==> src/design/tfp_pkg.sv <==
// shared types, constants and defaults of the telecommand frame parser
package tfp_pkg;

  localparam int MAX_LEN_DEF = 16;
  localparam int QUEUE_DEPTH = 2;

  localparam logic [7:0] START_RESET = 8'd36;
  localparam logic [7:0] STOP_RESET  = 8'd35;

  localparam logic [7:0] CH_PLUS  = 8'h2B;
  localparam logic [7:0] CH_MINUS = 8'h2D;
  localparam logic [7:0] CH_DOT   = 8'h2E;
  localparam logic [7:0] CH_ZERO  = 8'h30;
  localparam logic [7:0] CH_NINE  = 8'h39;

  localparam logic CFG_START = 1'b0;
  localparam logic CFG_STOP  = 1'b1;

  typedef enum logic [1:0] {
    PH_IDLE    = 2'd0,
    PH_START   = 2'd1,
    PH_PAYLOAD = 2'd2
  } phase_t;

  typedef enum logic [1:0] {
    BK_IDLE = 2'd0,
    BK_READ = 2'd1,
    BK_SEND = 2'd2
  } back_state_t;

  typedef enum logic {
    OP_STORE = 1'b0,
    OP_EMIT  = 1'b1
  } op_kind_t;

  typedef struct packed {
    logic       we;
    logic       index;
    logic [7:0] data;
  } cfg_wr_t;

endpackage

==> src/design/tfp_if.sv <==
// stream interfaces for received bytes and frame results
interface tfp_in_if;
  logic       valid;
  logic       ready;
  logic [7:0] rx_byte;

  modport source (output valid, output rx_byte, input ready);
  modport sink (input valid, input rx_byte, output ready);
endinterface

interface tfp_out_if;
  logic       valid;
  logic       ready;
  logic [7:0] command_code;
  logic [7:0] payload_byte;
  logic       byte_valid;
  logic [4:0] payload_length;
  logic       last;

  modport source (output valid, output command_code, output payload_byte,
                  output byte_valid, output payload_length, output last, input ready);
  modport sink (input valid, input command_code, input payload_byte,
                input byte_valid, input payload_length, input last, output ready);
endinterface

==> src/design/tfp_queue.sv <==
// small fifo of operations between the parser front and the emitter back
module tfp_queue
  import tfp_pkg::*;
#(
  parameter int W     = 8,
  parameter int DEPTH = QUEUE_DEPTH
) (
  input  logic         clk,
  input  logic         rst_n,
  input  logic         push,
  input  logic [W-1:0] push_data,
  output logic         full,
  input  logic         pop,
  output logic [W-1:0] pop_data,
  output logic         not_empty
);

  localparam int PTR_W = (DEPTH > 1) ? $clog2(DEPTH) : 1;
  localparam int CNT_W = $clog2(DEPTH + 1);

  logic [W-1:0]     entry_r [DEPTH];
  logic [PTR_W-1:0] wr_ptr_r, wr_ptr_nxt;
  logic [PTR_W-1:0] rd_ptr_r, rd_ptr_nxt;
  logic [CNT_W-1:0] count_r, count_nxt;
  logic             do_push, do_pop;

  assign full      = (count_r == CNT_W'(DEPTH));
  assign not_empty = (count_r != '0);
  assign do_push   = push && !full;
  assign do_pop    = pop && not_empty;
  assign pop_data  = entry_r[rd_ptr_r];

  always_comb begin
    wr_ptr_nxt = wr_ptr_r;
    rd_ptr_nxt = rd_ptr_r;
    count_nxt  = count_r;
    if (do_push) begin
      wr_ptr_nxt = (wr_ptr_r == PTR_W'(DEPTH - 1)) ? '0 : wr_ptr_r + 1'b1;
    end
    if (do_pop) begin
      rd_ptr_nxt = (rd_ptr_r == PTR_W'(DEPTH - 1)) ? '0 : rd_ptr_r + 1'b1;
    end
    if (do_push && !do_pop) begin
      count_nxt = count_r + 1'b1;
    end else if (do_pop && !do_push) begin
      count_nxt = count_r - 1'b1;
    end
  end

  always_ff @(posedge clk) begin
    if (!rst_n) begin
      wr_ptr_r <= '0;
      rd_ptr_r <= '0;
      count_r  <= '0;
    end else begin
      wr_ptr_r <= wr_ptr_nxt;
      rd_ptr_r <= rd_ptr_nxt;
      count_r  <= count_nxt;
    end
  end

  always_ff @(posedge clk) begin
    if (do_push) begin
      entry_r[wr_ptr_r] <= push_data;
    end
  end

endmodule

==> src/design/tfp_front.sv <==
// parser front: classifies received bytes and issues store and emit operations
module tfp_front
  import tfp_pkg::*;
#(
  parameter int MAX_LEN = MAX_LEN_DEF,
  parameter int CNT_W   = $clog2(MAX_LEN + 1),
  parameter int OP_W    = 9 + CNT_W
) (
  input  logic            clk,
  input  logic            rst_n,
  input  cfg_wr_t         cfg,
  tfp_in_if.sink          in_ch,
  output logic            op_push,
  output logic [OP_W-1:0] op_data,
  input  logic            op_full
);

  logic [7:0]       start_r, stop_r;
  phase_t           phase_r, phase_nxt;
  logic [7:0]       code_r, code_nxt;
  logic             sign_r, sign_nxt;
  logic             dot_r, dot_nxt;
  logic [CNT_W-1:0] cnt_r, cnt_nxt;
  logic             acc;
  logic [7:0]       b;
  op_kind_t         op_kind;
  logic [7:0]       op_byte;
  logic [CNT_W-1:0] op_cnt;
  logic             room;

  assign in_ch.ready = !op_full;
  assign acc         = in_ch.valid && !op_full;
  assign b           = in_ch.rx_byte;
  assign room        = (cnt_r < CNT_W'(MAX_LEN));
  assign op_data     = {op_kind, op_byte, op_cnt};

  always_comb begin
    phase_nxt = phase_r;
    code_nxt  = code_r;
    sign_nxt  = sign_r;
    dot_nxt   = dot_r;
    cnt_nxt   = cnt_r;
    op_push   = 1'b0;
    op_kind   = OP_STORE;
    op_byte   = b;
    op_cnt    = cnt_r;
    if (acc) begin
      unique case (phase_r)
        PH_START: begin
          sign_nxt = 1'b0;
          dot_nxt  = 1'b0;
          cnt_nxt  = '0;
          if (b == start_r) begin
            phase_nxt = PH_START;
          end else begin
            code_nxt  = b;
            phase_nxt = PH_PAYLOAD;
          end
        end
        PH_PAYLOAD: begin
          if (b == CH_PLUS || b == CH_MINUS || b == CH_DOT
              || (b >= CH_ZERO && b <= CH_NINE)) begin
            if ((b == CH_PLUS || b == CH_MINUS) && (sign_r || cnt_r != '0)) begin
              phase_nxt = PH_IDLE;
            end else if (b == CH_DOT && dot_r) begin
              phase_nxt = PH_IDLE;
            end else if (!room) begin
              phase_nxt = PH_IDLE;
            end else begin
              if (b == CH_PLUS || b == CH_MINUS) begin
                sign_nxt = 1'b1;
              end
              if (b == CH_DOT) begin
                dot_nxt = 1'b1;
              end
              op_push = 1'b1;
              cnt_nxt = cnt_r + 1'b1;
            end
          end else if (b == start_r) begin
            sign_nxt  = 1'b0;
            dot_nxt   = 1'b0;
            cnt_nxt   = '0;
            phase_nxt = PH_START;
          end else if (b == stop_r) begin
            op_push   = 1'b1;
            op_kind   = OP_EMIT;
            op_byte   = code_r;
            sign_nxt  = 1'b0;
            dot_nxt   = 1'b0;
            cnt_nxt   = '0;
            phase_nxt = PH_IDLE;
          end else begin
            phase_nxt = PH_IDLE;
          end
        end
        default: begin
          sign_nxt  = 1'b0;
          dot_nxt   = 1'b0;
          cnt_nxt   = '0;
          phase_nxt = (b == start_r) ? PH_START : PH_IDLE;
        end
      endcase
    end
  end

  always_ff @(posedge clk) begin
    if (!rst_n) begin
      start_r <= START_RESET;
      stop_r  <= STOP_RESET;
      phase_r <= PH_IDLE;
      code_r  <= '0;
      sign_r  <= 1'b0;
      dot_r   <= 1'b0;
      cnt_r   <= '0;
    end else begin
      if (cfg.we && cfg.index == CFG_START) begin
        start_r <= cfg.data;
      end
      if (cfg.we && cfg.index == CFG_STOP) begin
        stop_r <= cfg.data;
      end
      phase_r <= phase_nxt;
      code_r  <= code_nxt;
      sign_r  <= sign_nxt;
      dot_r   <= dot_nxt;
      cnt_r   <= cnt_nxt;
    end
  end

endmodule

==> src/design/tfp_back.sv <==
// emitter back: writes the payload memory and streams out completed frames
module tfp_back
  import tfp_pkg::*;
#(
  parameter int MAX_LEN = MAX_LEN_DEF,
  parameter int CNT_W   = $clog2(MAX_LEN + 1),
  parameter int OP_W    = 9 + CNT_W
) (
  input  logic            clk,
  input  logic            rst_n,
  input  logic            op_valid,
  input  logic [OP_W-1:0] op_data,
  output logic            op_pop,
  tfp_out_if.source       out_ch
);

  localparam int IDX_W = (MAX_LEN > 1) ? $clog2(MAX_LEN) : 1;

  logic [7:0]       mem [MAX_LEN];
  back_state_t      state_r, state_nxt;
  logic [7:0]       code_r, code_nxt;
  logic [CNT_W-1:0] len_r, len_nxt;
  logic [CNT_W-1:0] k_r, k_nxt;
  logic [7:0]       rd_r;
  op_kind_t         op_kind;
  logic [7:0]       op_byte;
  logic [CNT_W-1:0] op_cnt;
  logic             is_last;
  logic             mem_we;

  assign op_kind = op_kind_t'(op_data[OP_W-1]);
  assign op_byte = op_data[OP_W-2:CNT_W];
  assign op_cnt  = op_data[CNT_W-1:0];
  assign is_last = (len_r == '0) || (k_r + 1'b1 == len_r);

  assign out_ch.valid          = (state_r == BK_SEND);
  assign out_ch.command_code   = code_r;
  assign out_ch.payload_byte   = (len_r == '0) ? 8'd0 : rd_r;
  assign out_ch.byte_valid     = (len_r != '0);
  assign out_ch.payload_length = 5'(len_r);
  assign out_ch.last           = is_last;

  always_comb begin
    state_nxt = state_r;
    code_nxt  = code_r;
    len_nxt   = len_r;
    k_nxt     = k_r;
    op_pop    = 1'b0;
    mem_we    = 1'b0;
    unique case (state_r)
      BK_IDLE: begin
        if (op_valid) begin
          op_pop = 1'b1;
          if (op_kind == OP_STORE) begin
            mem_we = 1'b1;
          end else begin
            code_nxt  = op_byte;
            len_nxt   = op_cnt;
            k_nxt     = '0;
            state_nxt = BK_READ;
          end
        end
      end
      BK_READ: begin
        state_nxt = BK_SEND;
      end
      BK_SEND: begin
        if (out_ch.ready) begin
          if (is_last) begin
            state_nxt = BK_IDLE;
          end else begin
            k_nxt     = k_r + 1'b1;
            state_nxt = BK_READ;
          end
        end
      end
      default: begin
        state_nxt = BK_IDLE;
      end
    endcase
  end

  always_ff @(posedge clk) begin
    if (!rst_n) begin
      state_r <= BK_IDLE;
      code_r  <= '0;
      len_r   <= '0;
      k_r     <= '0;
    end else begin
      state_r <= state_nxt;
      code_r  <= code_nxt;
      len_r   <= len_nxt;
      k_r     <= k_nxt;
    end
  end

  always_ff @(posedge clk) begin
    if (mem_we) begin
      mem[op_cnt[IDX_W-1:0]] <= op_byte;
    end
    if (state_r == BK_READ) begin
      rd_r <= mem[k_r[IDX_W-1:0]];
    end
  end

endmodule

==> src/design/telecommand_frame_parser_top.sv <==
// top level of the telecommand frame parser
//
//   channel  direction  content
//   in_ch    sink       rx_byte, one received byte per beat
//   out_ch   source     command_code, payload_byte, byte_valid, payload_length, last
//   cfg_*    write      start byte (index 0), stop byte (index 1)
//
// the front takes one byte per cycle while its two-entry operation queue has room
// each stored payload character and each stop byte that closes a frame costs one queue slot
// each result of a frame burst passes through a payload memory read, then the output register
// synchronous active-low reset clears parser phase, queue and emitter, no clearing pass
// the front keeps parsing bytes while the back waits on out_ch.ready, until the operation queue is full
module telecommand_frame_parser_top
  import tfp_pkg::*;
#(
  parameter int MAX_LEN = MAX_LEN_DEF
) (
  input  logic       clk,
  input  logic       rst_n,
  input  logic       cfg_we,
  input  logic       cfg_index,
  input  logic [7:0] cfg_wdata,
  tfp_in_if.sink     in_ch,
  tfp_out_if.source  out_ch
);

  localparam int CNT_W = $clog2(MAX_LEN + 1);
  localparam int OP_W  = 9 + CNT_W;

  cfg_wr_t         cfg;
  logic            op_push;
  logic [OP_W-1:0] op_push_data;
  logic            op_full;
  logic            op_pop;
  logic [OP_W-1:0] op_pop_data;
  logic            op_valid;

  assign cfg.we    = cfg_we;
  assign cfg.index = cfg_index;
  assign cfg.data  = cfg_wdata;

  tfp_front #(
    .MAX_LEN (MAX_LEN),
    .CNT_W   (CNT_W),
    .OP_W    (OP_W)
  ) u_front (
    .clk     (clk),
    .rst_n   (rst_n),
    .cfg     (cfg),
    .in_ch   (in_ch),
    .op_push (op_push),
    .op_data (op_push_data),
    .op_full (op_full)
  );

  tfp_queue #(
    .W     (OP_W),
    .DEPTH (QUEUE_DEPTH)
  ) u_queue (
    .clk       (clk),
    .rst_n     (rst_n),
    .push      (op_push),
    .push_data (op_push_data),
    .full      (op_full),
    .pop       (op_pop),
    .pop_data  (op_pop_data),
    .not_empty (op_valid)
  );

  tfp_back #(
    .MAX_LEN (MAX_LEN),
    .CNT_W   (CNT_W),
    .OP_W    (OP_W)
  ) u_back (
    .clk      (clk),
    .rst_n    (rst_n),
    .op_valid (op_valid),
    .op_data  (op_pop_data),
    .op_pop   (op_pop),
    .out_ch   (out_ch)
  );

endmodule

==> src/flat_wrapper.sv <==
// flat-port wrapper written by rule: the top's interface ports become plain ports
module telecommand_frame_parser_top_flat import tfp_pkg::*;
#(
  parameter int MAX_LEN = MAX_LEN_DEF
)
  (clk, rst_n, cfg_we, cfg_index, cfg_wdata, in_ch_valid, in_ch_rx_byte, in_ch_ready, out_ch_valid, out_ch_command_code, out_ch_payload_byte, out_ch_byte_valid, out_ch_payload_length, out_ch_last, out_ch_ready);
  tfp_in_if in_ch_i ();
  tfp_out_if out_ch_i ();
  input  logic clk;
  input  logic rst_n;
  input  logic cfg_we;
  input  logic cfg_index;
  input  logic [7:0] cfg_wdata;
  input wire logic [$bits(in_ch_i.valid)-1:0] in_ch_valid;
  input wire logic [$bits(in_ch_i.rx_byte)-1:0] in_ch_rx_byte;
  output wire logic [$bits(in_ch_i.ready)-1:0] in_ch_ready;
  output wire logic [$bits(out_ch_i.valid)-1:0] out_ch_valid;
  output wire logic [$bits(out_ch_i.command_code)-1:0] out_ch_command_code;
  output wire logic [$bits(out_ch_i.payload_byte)-1:0] out_ch_payload_byte;
  output wire logic [$bits(out_ch_i.byte_valid)-1:0] out_ch_byte_valid;
  output wire logic [$bits(out_ch_i.payload_length)-1:0] out_ch_payload_length;
  output wire logic [$bits(out_ch_i.last)-1:0] out_ch_last;
  input wire logic [$bits(out_ch_i.ready)-1:0] out_ch_ready;
  assign in_ch_i.valid = in_ch_valid;
  assign in_ch_i.rx_byte = in_ch_rx_byte;
  assign in_ch_ready = in_ch_i.ready;
  assign out_ch_valid = out_ch_i.valid;
  assign out_ch_command_code = out_ch_i.command_code;
  assign out_ch_payload_byte = out_ch_i.payload_byte;
  assign out_ch_byte_valid = out_ch_i.byte_valid;
  assign out_ch_payload_length = out_ch_i.payload_length;
  assign out_ch_last = out_ch_i.last;
  assign out_ch_i.ready = out_ch_ready;
  telecommand_frame_parser_top #(.MAX_LEN(MAX_LEN)) u_core (.clk(clk), .rst_n(rst_n), .cfg_we(cfg_we), .cfg_index(cfg_index), .cfg_wdata(cfg_wdata), .in_ch(in_ch_i), .out_ch(out_ch_i));
endmodule
==> config.mk <==
export PLATFORM = sky130hd
export DESIGN_NAME = telecommand_frame_parser_top_flat
export DESIGN_NICKNAME = d
export VERILOG_FILES = /design/src/design/tfp_pkg.sv /design/src/design/tfp_if.sv /design/src/design/tfp_queue.sv /design/src/design/tfp_front.sv /design/src/design/tfp_back.sv /design/src/design/telecommand_frame_parser_top.sv /design/src/flat_wrapper.sv
export SDC_FILE = /design/constraint.sdc
export NUM_CORES = 1
export LEC_CHECK = 0
export ABC_CLOCK_PERIOD_IN_PS = 8800
export BUFFER_PORTS_ARGS = -buffer_cell sky130_fd_sc_hd__buf_2
export CAP_MARGIN = 10
export CORE_ASPECT_RATIO = 2
export CORE_MARGIN = 2
export CORE_UTILIZATION = 60
export CTS_BUF_LIST = sky130_fd_sc_hd__clkbuf_2 sky130_fd_sc_hd__clkbuf_4 sky130_fd_sc_hd__clkbuf_8
export CTS_CLUSTER_DIAMETER = 50
export DETAILED_ROUTE_END_ITERATION = 16
export PLACE_DENSITY = 0.76
export SLEW_MARGIN = 40
export SYNTH_ARGS = -nofsm -noshare
export SYNTH_HDL_FRONTEND = slang
export SYNTH_SLANG_ARGS = --single-unit
==> constraint.sdc <==
create_clock -name clk -period 8.8 [get_ports clk]
set_input_delay 1.32 -clock clk [delete_from_list [all_inputs] [get_ports clk]]
set_output_delay 1.32 -clock clk [all_outputs]
set_load 0.02 [all_outputs]
# == After elaboration in Yosys (flattened, before gate mapping) ==
# Memory sizes are Yosys's and may differ from the RTL's. A register that Yosys moved wholly into a read port is not among the register bits.
# Index checks and enable logic that the tools add are counted.
# word_totals
input_bits,22
mem_count,2
reg_bits,57
mem_bits_rw,156
out_inout_bits,25
mem_bits_ro,0
latchBits,0
# mem_list
memory,depth,word_bits,rd,rd_clocked_by_memory_dff,wr,line_no,text
u_core.u_back.mem,16,8,1,1,1,tfp_back.sv:19,logic [7:0] mem [MAX_LEN];
u_core.u_queue.entry_r,2,14,1,1,1,tfp_queue.sv:21,logic [W-1:0] entry_r [DEPTH];
# classes
multipliers,0
n_addsub,6
n_reduce_logical,33
n_eq_ne,22
mux,70
bitwise,2
shifts,0
order_cmp,3
div_mod_pow,0
# op_table
operator,count
5-bit 2-to-1 mux,11
8-bit 2-to-1 mux,6
1-bit 2-to-1 mux,40
"8-bit by 6-bit == test with 1-bit output, second input constant",3
2-bit 2-to-1 mux,10
8-bit == test,2
"3-bit inequality test, second input constant",5
6-bit AND reduction,2
"5-bit by 1-bit adder with 5-bit output, second input constant",2
1-bit logical AND,10
5-bit case mux with 2 select lines,1
5-bit AND reduction,2
5-bit nonzero test,2
3-bit AND reduction,3
"8-bit by 6-bit >= comparator with 1-bit output, second input constant",1
"8-bit by 6-bit less-or-equal comparator with 1-bit output, second input constant",1
"2-bit == test, second input constant",3
2-bit case mux with 3 select lines,1
2-bit nonzero test,3
5-bit == test,1
5-bit logical NOT,1
1-bit logical OR,5
"5-bit less-than comparator, second input constant",1
"5-bit inequality test, second input constant",1
12 further kinds,19

# == Logic depth before layout (Yosys ltp) ==
# depth
ltp_word,12
mapped_depth,11

# == Cells and area by module ==
# From an unflattened synthesis, not the netlist that was laid out.
# unflattened
cells_unflattened,640
area_unflattened_um2,9509.1
# modules_own_cells
mod,n_inst,seq_area_each_um2,area_each_um2,cells_per_inst
tfp_back,1,4484.3,6336.1,348
tfp_front,1,660.6,1933.1,224
tfp_queue,1,940.9,1239.9,68

# == Worst setup path before layout ==
# Ideal clock, no wire load.
# synth_timing
path_type,input port to flip-flop
startpoint,in in_ch_rx_byte[2]
endpoint,"mem u_core.u_queue.entry_r[0][0] (netlist bit), enable pin"
n_path_buf,1
path_slack_ps,5050
required_ps,8414
cell_stages,7
t_arrival_ps,3364
setup_time_ps,386
path_cell_list,buf_2 xor2_2 a21oi_1 o22ai_2 or3b_1 a21oi_2 nor2b_1
# synth_between
elab_chain_len,10
word_cells_on_any_way,23
classes_between,2 x order compare; 5 x eq/ne; 9 x mux; 7 x reduce/logical
# synth_rtl
element,line_no,text
"start, declared",flat_wrapper.sv:15,input wire logic [$bits(in_ch_i.rx_byte)-1:0] in_ch_rx_byte;
"parallel branches: the longest is 4 deep, another holds 8-bit by 6-bit >= comparator with 1-bit output",n/a,
1-bit 2-to-1 mux (*),tfp_front.sv:61,if (b == CH_PLUS || b == CH_MINUS || b == CH_DOT
1-bit 2-to-1 mux (*),tfp_front.sv:48,unique case (phase_r)
1-bit 2-to-1 mux (*),tfp_front.sv:47,if (acc) begin
1-bit logical AND (*),tfp_queue.sv:29,assign do_push = push && !full;
net u_core.u_queue.do_push,tfp_queue.sv:25,"logic do_push, do_pop;"
1-bit 2-to-1 mux (*),tfp_queue.sv:63,if (do_push) begin
1-bit 2-to-1 mux (not written as such) (*),tfp_queue.sv:64,entry_r[wr_ptr_r] <= push_data;
"end, declared",tfp_queue.sv:21,
# Mark *: on every way through the listed nets, which the timed path passes.

# == Final worst setup path ==
# layout_timing
startpoint,reg u_core.u_back.k_r[0]
endpoint,out out_ch_last
# layout_between
elab_chain_len,3
# layout_rtl
element,line_no,text
"start, declared",tfp_back.sv:23,"logic [CNT_W-1:0] k_r, k_nxt;"
"start signal, assigned",tfp_back.sv:93,k_r <= k_nxt;
5-bit by 1-bit adder with 5-bit output,tfp_back.sv:34,assign is_last = (len_r == '0) || (k_r + 1'b1 == len_r);
5-bit == test,tfp_back.sv:34,
1-bit logical OR,tfp_back.sv:34,
"end, declared",flat_wrapper.sv:22,output wire logic [$bits(out_ch_i.last)-1:0] out_ch_last;
# Every way passes these cells.

==> load_flow_metrics.sql <==
INSERT INTO impl_metrics (metric_group, metric, value, unit) VALUES
('yosys', 'netlist_instances', '629', ''),
('clock_network', 'clkTransAtPathRegs', '0.07', 'ns'),
('critical_path', 'worst_path_largest_cell_delay', '0.55', 'ns'),
('sta', 'relSlewSlack', '45.7', '%'),
('finish', 'layout_common_cells', 'sky130_fd_sc_hd__edfxtp_1, sky130_fd_sc_hd__nand2_1, sky130_fd_sc_hd__dfxtp_1', ''),
('floorplanning', 'fp.dieArea', '0.0164', 'mm^2'),
('yosys', 'share_of_synthesized_registers_carrying_an_async_set_or_reset', '0', '%'),
('yosys', 'count_of_different_cell_masters_after_synthesis', '58', ''),
('yosys', 'synth_area', '0.00918', 'mm^2'),
('floorplanning', 'core_region_area', '0.0151', 'mm^2'),
('pwr', 'power_density', '242', 'mW/mm^2'),
('route', 'detail_route.iter0.violations', '371', ''),
('sta', 'final_min_period_over_clock_period', '45.0', '%'),
('flow_run', 'max_cap_violations', '0', ''),
('placed_design', 'dpl_worst_slack', '4.77', 'ns'),
('critical_path', 'critical_path.most_common_cell', 'sky130_fd_sc_hd__nand2_1', ''),
('sta', 'fin_skew', '0.0140', 'ns'),
('clock_network', 'cts_resizes', '0', ''),
('route', 'first_pass_iters', '4', ''),
('clock_network', 'cts_hold_repair.buffers', '0', ''),
('route', 'vias', '5387', ''),
('yosys', 'synth-main-ff-cell', 'sky130_fd_sc_hd__edfxtp_1', ''),
('floorplanning', 'placement_rows', '64', ''),
('pwr', 'power.share.sequential', '50.2', '%'),
('clock_network', 'cts-htree-levels', '1', ''),
('placed_design', 'gp_congestion', '0.843', ''),
('worst_hold_path', 'class_of_the_tightest_hold_or_removal_check', 'register to register', ''),
('clock_network', 'cts-buffers-inserted', '29', ''),
('route', 'top_layer', 'met4', ''),
('placed_design', 'dp_hpwl', '12400', 'um'),
('clock_network', 'clock-root-buffer', 'sky130_fd_sc_hd__clkbuf_8', ''),
('floorplanning', 'die_height', '179', 'um'),
('critical_path', 'cpMaxStageDelayCell', 'sky130_fd_sc_hd__buf_4', ''),
('route', 'detail_route.vias_per_cell', '5.98', ''),
('finish', 'fillCellCount', '1018', ''),
('global_routing', 'overflow', '0', ''),
('route', 'drt_met1_wl', '8100', 'um'),
('yosys', 'synth.avg_cell_area', '14.6', 'um^2'),
('floorplanning', 'boundaryPins', '47', ''),
('route', 'post_drt_wl_per_cell', '21.0', 'um'),
('clock_network', 'post-cts-setup-buffer-count', '0', ''),
('finish', 'area_grow_syn2layout', '11.0', '%'),
('pwr', 'power.share.clock', '31.3', '%'),
('global_routing', 'grt_max_degree', '44', ''),
('sta', 'maxSlewViolCount', '0', ''),
('placed_design', 'placement.io_buffers', '46', ''),
('route', 'drcViolationCount', '0', ''),
('sta', 'rsz0062_at_grt', 'false', ''),
('route', 'count_of_nets_left_with_antenna_violations_after_detail_routing', '0', ''),
('clock_network', 'clock_sink_count', '222', ''),
('sta', 'finalWorstSetupSlack', '4.84', 'ns'),
('floorplanning', 'die-width', '91.5', 'um'),
('sta', 'tns', '0', 'ns'),
('pwr', 'share_comb_of_total_power', '18.5', '%'),
('critical_path', 'startpoint', 'u_core.u_back.k_r[0]', ''),
('critical_path', 'timing.critical_path.max_delay_family', 'buffers and inverters', ''),
('finish', 'final_cells', '901', ''),
('critical_path', 'worst_r2r_startpoint', 'u_core.u_front.cnt_r[0]', ''),
('run_status', 'outcome', 'completed', ''),
('sta', 'final_period_minus_worst_setup_slack', '3.96', 'ns'),
('pwr', 'power.switching', '0.000717', 'W'),
('critical_path', 'cell_by_cell_trace_of_the_critical_path', 'buf_4 > ha_1 > nand3_1 > nor3_1 > a31o_1 > nand2_1 > nand2_1 > buf_2', ''),
('yosys', 'seq_area_frac_synth', '66.3', '%'),
('global_routing', 'first_global_vias', '5245', ''),
('critical_path', 'path_class', 'register to output pin', ''),
('yosys', 'synth-seq-cells', '222', ''),
('clock_network', 'clkLatencyLatePin', '0.56', 'ns'),
('critical_path', 'worstSetupStartpointType', 'register', ''),
('sta', 'maxClockFrequency', '253', 'MHz'),
('finish', 'layout_commonest_cell', 'sky130_fd_sc_hd__edfxtp_1', ''),
('critical_path', 'critPathRequiredTime', '7.48', 'ns');
power by group through the flow:
stage          Clock (W)  Combinational [W]  Sequential [W]
2_1_floorplan          0           0.000293         0.00127
3_3_place_gp           0           0.000447         0.00126
3_5_place_dp           0           0.000455         0.00126
4_1_cts         0.000786           0.000456         0.00124
5_1_grt         0.000829           0.000493         0.00124
6_report        0.000773           0.000456         0.00124
kinds of logic (layout without fill, tap and decap cells):
| logic type | Yosys count | in the layout | synth area share, % |
|---|---|---|---|
| muxes | 70 | 70 | 13.3 |
| AOI/OAI and AO/OA | 83 | 83 | 5.75 |
| and+or+nand+nor | 182 | 182 | 9.51 |
| DFF | 222 | 222 | 66.3 |
| buffers and inverters | 41 | 115 | 1.84 |
| xor gates and xnor gates | 25 | 25 | 2.47 |
| adders and majority gates | 6 | 6 | 0.818 |
area by class of cell:
| cell class | count | area (um^2) | share of cell area (%) |
|---|---|---|---|
| inverters | 11 | 41.3 | 0.405 |
| repair buffers | 50 | 260 | 2.55 |
| clock inverters | 18 | 136 | 1.34 |
| flip-flops and latches | 222 | 6090 | 59.7 |
| clock buffers | 36 | 458 | 4.49 |
| multi-input cells | 366 | 2960 | 29.0 |
| well taps | 198 | 248 | 2.43 |
state kept, by name, summed over array words and instances, names as in the netlist, named ones only:
register	count
u_core.u_back.k_r	5
u_core.u_queue.count_r	2
u_core.u_back.mem	128
u_core.u_queue.wr_ptr_r	1
u_core.u_queue.entry_r	28
u_core.u_back.out_ch.command_code	8
u_core.u_front.sign_r	1
u_core.u_front.code_r	8
u_core.u_front.phase_r	2
u_core.u_front.stop_r	8
u_core.u_back.state_r	2
u_core.u_front.start_r	8
u_core.u_queue.rd_ptr_r	1
u_core.u_front.dot_r	1
u_core.u_back.out_ch.payload_length	5
u_core.u_front.cnt_r	5
u_core.u_back.rd_r	8
metrics by stage:
stage	power (W)	area, um^2
2_1_floorplan	0.00156	9180
3_3_place_gp	0.00170	9570
3_5_place_dp	0.00171	9580
4_1_cts	0.00248	10200
5_1_grt	0.00257	10200
6_report	0.00247	10200
path summary, 6_finish.rpt:
kind / cells past startpoint / slack [ns] / end
setup / recovery: 8 / 4.84 / out_ch_last
hold / removal: 2 / 0.48 / u_core.u_back.out_ch.command_code[4]
setup reg to reg: 8 / 5.72 / u_core.u_queue.entry_r[0][10]
hold reg to reg: 2 / 0.48 / u_core.u_back.out_ch.command_code[4]
Yosys cell counts (2+ instances only):
cell type,number,area [um^2]
sky130_fd_sc_hd__edfxtp_1,164,4920
sky130_fd_sc_hd__nand2_1,64,240
sky130_fd_sc_hd__dfxtp_1,58,1160
sky130_fd_sc_hd__nor2_1,45,169
sky130_fd_sc_hd__mux4_2,40,901
sky130_fd_sc_hd__a21oi_1,33,165
sky130_fd_sc_hd__clkbuf_1,22,82.6
sky130_fd_sc_hd__xor2_1,21,184
sky130_fd_sc_hd__and2_1,16,100
sky130_fd_sc_hd__mux2i_1,13,130
sky130_fd_sc_hd__nand3_1,12,60.1
sky130_fd_sc_hd__o21ai_0,12,60.1
sky130_fd_sc_hd__inv_1,9,33.8
sky130_fd_sc_hd__mux2_2,9,101
sky130_fd_sc_hd__nand2b_1,9,56.3
sky130_fd_sc_hd__mux2_1,8,90.1
sky130_fd_sc_hd__nor4_1,7,43.8
sky130_fd_sc_hd__o211ai_1,7,52.6
sky130_fd_sc_hd__ha_1,6,75.1
sky130_fd_sc_hd__nor3_1,6,30.0
sky130_fd_sc_hd__nor2b_1,5,31.3
sky130_fd_sc_hd__a211oi_1,4,30.0
sky130_fd_sc_hd__o21a_1,4,30.0
sky130_fd_sc_hd__o21ai_1,4,20.0
sky130_fd_sc_hd__buf_1,3,11.3
sky130_fd_sc_hd__buf_2,3,15.0
sky130_fd_sc_hd__nand3b_1,3,22.5
sky130_fd_sc_hd__o31ai_1,3,22.5
sky130_fd_sc_hd__or3_1,3,18.8
sky130_fd_sc_hd__xnor2_1,3,26.3
sky130_fd_sc_hd__a31o_1,2,17.5
sky130_fd_sc_hd__and3_1,2,12.5
sky130_fd_sc_hd__nand4_1,2,12.5
sky130_fd_sc_hd__o211a_1,2,20.0
sky130_fd_sc_hd__or3b_1,2,17.5
tightest hold or removal path: stages (launching register included):
cell and delay [ns]:
sky130_fd_sc_hd__dfxtp_1 0.31, sky130_fd_sc_hd__o21ai_0 0.06, sky130_fd_sc_hd__a21oi_1 0.06
routing by layer:
metal,vias up,global-route usage [%]
li1,2469,-
met1,2702,33.5
met2,181,39.3
met3,35,3.24
met4,0,7.07
met5,-,0
No activity file was read; power rests on OpenSTA's default activity.
